**src/hw/rtl/rvt_pkg.sv**
```systemverilog
// ============================================================================
// rvt_pkg: shared types and codes of the vector table
// Action and status codes, the entry record held by each cell and the
// search wave record passed from cell to cell.
// ============================================================================
package rvt_pkg;

    localparam int ACT_W   = 2;
    localparam int ST_W    = 2;
    localparam int ID_W    = 16;
    localparam int ADDR_W  = 64;
    localparam int USE_W   = 16;

    // Action codes
    localparam logic [ACT_W-1:0] ACT_REGISTER   = 2'd0;
    localparam logic [ACT_W-1:0] ACT_UNREGISTER = 2'd1;
    localparam logic [ACT_W-1:0] ACT_ACQUIRE    = 2'd2;
    localparam logic [ACT_W-1:0] ACT_RELEASE    = 2'd3;

    // Status codes
    localparam logic [ST_W-1:0] ST_OK        = 2'd0;
    localparam logic [ST_W-1:0] ST_FULL      = 2'd1;
    localparam logic [ST_W-1:0] ST_NOT_FOUND = 2'd2;
    localparam logic [ST_W-1:0] ST_IN_USE    = 2'd3;

    // Use count bounds
    localparam logic signed [USE_W-1:0] USE_MAX = 16'sh7FFF;
    localparam logic signed [USE_W-1:0] USE_MIN = 16'sh8000;

    typedef struct packed {
        logic [ID_W-1:0]          id;
        logic [ADDR_W-1:0]        addr;
        logic signed [USE_W-1:0]  uses;
    } t_entry;

    // Wave moving down the chain, one cell per cycle
    typedef struct packed {
        logic                     active;    // wave present at this cell
        logic                     searching; // no cell has claimed the item yet
        logic                     shift;     // removal: pull entries down
        logic                     hit;       // a cell claimed the item
        logic [ST_W-1:0]          status;
        logic [ADDR_W-1:0]        addr;
        logic signed [USE_W-1:0]  cnt;
    } t_wave;

endpackage

```
**src/hw/rtl/rvt_cell.sv**
```systemverilog
// ============================================================================
// rvt_cell: one table slot
// Holds one entry, checks the passing wave against it, applies the action
// when it is the first match and hands the wave on to the next slot.
// ============================================================================
module rvt_cell #(
    parameter int TABLE_ENTRIES = 16,
    parameter int IDX           = 0
) (
    input  logic                                     i_clk,
    input  logic                                     i_rst_n,
    input  logic [rvt_pkg::ACT_W-1:0]                i_action,
    input  logic [rvt_pkg::ID_W-1:0]                 i_vector_id,
    input  logic [rvt_pkg::ADDR_W-1:0]               i_vector_address,
    input  logic [$clog2(TABLE_ENTRIES+1)-1:0]       i_entry_count,
    input  rvt_pkg::t_wave                           i_wave,
    input  rvt_pkg::t_entry                          i_right_entry,
    output rvt_pkg::t_wave                           o_wave,
    output rvt_pkg::t_entry                          o_entry
);
    import rvt_pkg::*;

    localparam int CNT_W = $clog2(TABLE_ENTRIES+1);
    localparam logic [CNT_W-1:0] MY_IDX = CNT_W'(IDX);

    t_entry r_entry, n_entry;
    t_wave  r_wave, n_wave;
    logic   w_in_table;
    logic   w_match;

    assign w_in_table = (MY_IDX < i_entry_count);

    always_comb begin
        unique case (i_action)
            ACT_REGISTER:   w_match = (MY_IDX == i_entry_count);
            ACT_UNREGISTER: w_match = w_in_table && (r_entry.addr == i_vector_address);
            ACT_ACQUIRE:    w_match = w_in_table && (r_entry.id == i_vector_id);
            ACT_RELEASE:    w_match = w_in_table && (r_entry.id == i_vector_id);
            default:        w_match = 1'b0;
        endcase
    end

    always_comb begin
        n_entry = r_entry;
        n_wave  = i_wave;
        if (i_wave.active) begin
            if (i_wave.shift) begin
                n_entry = i_right_entry;
            end else if (i_wave.searching && w_match) begin
                n_wave.searching = 1'b0;
                n_wave.hit       = 1'b1;
                n_wave.status    = ST_OK;
                unique case (i_action)
                    ACT_REGISTER: begin
                        n_entry.id   = i_vector_id;
                        n_entry.addr = i_vector_address;
                        n_entry.uses = '0;
                    end
                    ACT_UNREGISTER: begin
                        if (r_entry.uses > 0) begin
                            n_wave.status = ST_IN_USE;
                        end else begin
                            n_wave.shift = 1'b1;
                            n_entry      = i_right_entry;
                        end
                    end
                    ACT_ACQUIRE: begin
                        if (r_entry.uses != USE_MAX) begin
                            n_entry.uses = r_entry.uses + 16'sd1;
                        end
                        n_wave.addr = r_entry.addr;
                    end
                    ACT_RELEASE: begin
                        if (r_entry.uses != USE_MIN) begin
                            n_entry.uses = r_entry.uses - 16'sd1;
                        end
                        n_wave.cnt = n_entry.uses;
                    end
                    default: begin
                        n_wave.status = ST_NOT_FOUND;
                    end
                endcase
            end
        end
    end

    always_ff @(posedge i_clk) begin
        r_entry <= n_entry;
        if (!i_rst_n) begin
            r_wave.active <= 1'b0;
        end else begin
            r_wave <= n_wave;
        end
    end

    assign o_wave  = r_wave;
    assign o_entry = r_entry;

endmodule

```
**config.mk**
```make
export PLATFORM = sky130hd
export DESIGN_NAME = rvt_cell
export DESIGN_NICKNAME = d
export VERILOG_FILES = /design/src/hw/rtl/rvt_pkg.sv /design/src/hw/rtl/rvt_cell.sv
export SDC_FILE = /design/constraint.sdc
export NUM_CORES = 1
export LEC_CHECK = 0
export ABC_AREA = 1
export CORE_AREA = 8 8 168 170
export CTS_CLUSTER_SIZE = 30
export DETAILED_ROUTE_END_ITERATION = 16
export DIE_AREA = 0 0 176 178
export DONT_BUFFER_PORTS = 1
export SLEW_MARGIN = 40
export SYNTH_ARGS = -nofsm -noshare
export SYNTH_HDL_FRONTEND = slang
export SYNTH_SLANG_ARGS = --single-unit
```
**constraint.sdc**
```tcl
create_clock -name i_clk -period 5.01 [get_ports i_clk]
set_input_delay 0 -clock i_clk [delete_from_list [all_inputs] [get_ports i_clk]]
set_output_delay 0 -clock i_clk [all_outputs]
set_load 0.05 [all_outputs]
```
==> impl_metrics.py <==
metrics = {
    "outcome": {
        "status": "complete, no violations",
    },
    "floorplan": {
        "rows": 59,
        "coreArea_mm2": 0.0256,
        "start_util": 0.400,
        "pin_count": 453,
        "die_h_um": 178,
        "die-width_um": 176,
        "dieArea_mm2": 0.0313,
    },
    "logic_synthesis": {
        "synth_cell_types": 34,
        "synth_area_leaders": "edfxtp_1 53%, nand2_1 16%, inv_1 5.2%, o21ai_0 4.3%, mux2_2 2.9%",
        "yosysWarnings": 0,
        "synth_flop_cell": "edfxtp_1",
        "synth_seq_cells": 182,
        "synth.largest_area_cell": "edfxtp_1",
        "avgSynthCellArea_um2": 8.45,
        "synth_top_area_frac": 0.531,
        "yosysMostFrequentCell": "nand2_1",
        "seq_area_frac_synth": 0.533,
        "syn_area_mm2": 0.0102,
        "synth_fp_nets": 1485,
        "async_flop_share": 0,
        "synthCells": 1212,
        "ys_top_cells_by_count": "443 x nand2_1, 181 x edfxtp_1, 142 x inv_1, 88 x o21ai_0, 77 x nor2_1",
        "synth_edf_count": 181,
    },
    "cells_and_area": {
        "instances_no_fill": 1805,
        "antennaDiodeCount": 0,
        "fill_cells": 2259,
        "drive_gt1_frac": 0.0551,
        "fin_util": 0.536,
        "nets": 1730,
        "syn2layout_area_growth_pct": 34.2,
    },
    "sta": {
        "fin_crit_sh": 0.703,
        "worstMarginPinSlew_ns": 0.781,
        "setup_viol": 0,
        "finalHoldViolations": 0,
        "tns_ns": 0,
        "max_freq_ghz": 0.284,
        "skew_ns": 0.0169,
        "grt_setup_unrepaired": "no",
        "layout_min_cycle_time_ns": 3.52,
        "slew_viol_final": 0,
        "hold_ws_ns": 0.0201,
        "relSlewSlack": 0.479,
    },
    "clocking": {
        "cts_buffer_depth": 2,
        "cts-root-buf": "clkbuf_16",
        "htree_levels": 4,
        "cts_buffers": 17,
        "clock_sinks": 182,
        "cts_tree": "yes",
        "clkLatencyLatePin_ns": 0.44,
        "ctsResizeCount": 0,
        "path_clk_slew_ns": 0.08,
    },
    "routing": {
        "first_pass_iters": 7,
        "wl_per_cell_um": 21.7,
        "vias_per_cell": 5.26,
        "vias": 9495,
        "drtAntennaViolNets": 0,
        "drtIter0Drc": 692,
        "wl_mm": 39.1,
        "drc": 0,
    },
    "global_routing": {
        "grt_antenna_before_repair": 0,
        "grt_max_degree": 88,
        "grt_pass1_vias": 9611,
        "track_usage": 0.238,
        "grt_pass1_wl_mm": 57.5,
        "grt.overflow.total": 0,
    },
    "power_and_ir_drop": {
        "irDropWorstVdd_v": 0.000182,
        "power_mw": 4.13,
        "cellPowerDensity_mw_per_mm2": 301,
        "p_leak_nw": 5.74,
    },
    "setup_path": {
        "critPathKind": "reg -> reg",
        "cp-start-kind": "register",
        "worst_setup_path_end_kind": "register",
        "worstPathMaxFanout": 80,
        "crit_arrival_ns": 3.58,
        "required_ns": 5.07,
    },
    "placement": {
        "io_buffers": 0,
        "dp_hpwl_mm": 26.9,
        "place.gp.congestion": 0.922,
        "dp.cells": 1508,
    },
    "job": {
        "cap_violations": 0,
    },
    "hold_path": {
        "min_path_type": "in -> reg",
    },
}
stage by stage:
step                      setup WS, ns  area (um^2)
final                             1.49        13700
after detailed placement          1.45        10500
after floorplan                  0.573        10200
after global placement            1.55        10500
after CTS                         1.44        13700
after global routing              1.38        13700
layout make-up:
cell class / count / area (um^2) / area share
Tap cell: 335 / 419 / 0.0305
Timing Repair Buffer: 273 / 2750 / 0.200
Inverter: 144 / 541 / 0.0394
Sequential cell: 182 / 5460 / 0.397
Clock buffer: 17 / 425 / 0.0310
Clock inverter: 15 / 163 / 0.0118
Multi-Input combinational cell: 839 / 3980 / 0.290
critical path: stages, from the launching register on:
cell      delay (ns)
edfxtp_1        0.67
inv_1           0.23
ha_1            0.26
nand3_1         0.15
nor2_1          0.23
nand2_1         0.17
nor3_1          0.34
nor2_1          0.08
inv_1           0.10
nor2_1          0.07
nand2_1         0.09
nand3_1         0.15
nor2_4          0.13
buf_12          0.34
cells by family (layout without fill, tap and decap cells):
group	count (synthesis)	in the layout	share of synthesized area
xor gates and xnor gates	33	33	0.0282
adders and majority gates	2	2	0.00244
DFF	182	182	0.533
AOI/OAI and AO/OA	174	174	0.0885
and+or+nand+nor	604	604	0.239
muxes	26	26	0.0286
buffers and inverters	191	449	0.0806
per-layer routing:
metal,global-route usage,routed length (um),vias up
met2,0.422,19700,560
met5,0,0,-
met4,0.0608,831,0
met1,0.274,14600,4421
met3,0.0766,4010,62
li1,-,-,4452
state kept, by name, indices dropped and copies added, names as in the netlist:
name and count:
o_wave 86, o_entry 96
cells in the final DEF, fill, tap and decap left out, drive strengths merged:
cell         netlist  layout
buf               24       9
nand2            446     446
a21o               2       2
o22ai              2       2
edfxtp           181     181
clkbuf            23      17
o21ai            146     146
nand3             39      39
nor3b              1       1
dfxtp              1       1
a31oi              2       2
nor3              12      12
xnor2             21      21
bufinv             0       1
nor4               2       2
inv              144     150
and3               1       1
o211ai             6       6
nor2              78      78
dlygate4sd3        0     264
nand4             12      12
a21oi             13      13
xor2              12      12
clkinvlp           0       2
o221ai             2       2
ha                 2       2
clkinv             0       6
or2               13      13
a211oi             1       1
mux2              26      26
final timing paths:
path / cells past startpoint / to / slack, ns / startpoint
max: 13 / o_entry[63]$_DFFE_PP_ / 1.49 / o_entry[0]$_DFFE_PP_
min: 1 / o_wave[58]$_DFFE_PP_ / 0.02 / i_rst_n
max reg2reg: 13 / o_entry[63]$_DFFE_PP_ / 1.49 / o_entry[0]$_DFFE_PP_
min reg2reg: 2 / o_wave[16]$_DFFE_PP_ / 0.96 / o_entry[16]$_DFFE_PP_
what timing repair did:
item                      in CTS  in global routing
setup buffers                  0                  0
hold buffers                 265                  0
hold endpoints to repair     267                  0
power breakdown:
group / leakage (nW) / internal, mW / switching (mW)
clock: 0.282 / 0.710 / 0.682
combinational: 3.72 / 0.276 / 0.255
sequential: 1.74 / 1.80 / 0.406
(Power assumes the default switching activity.)
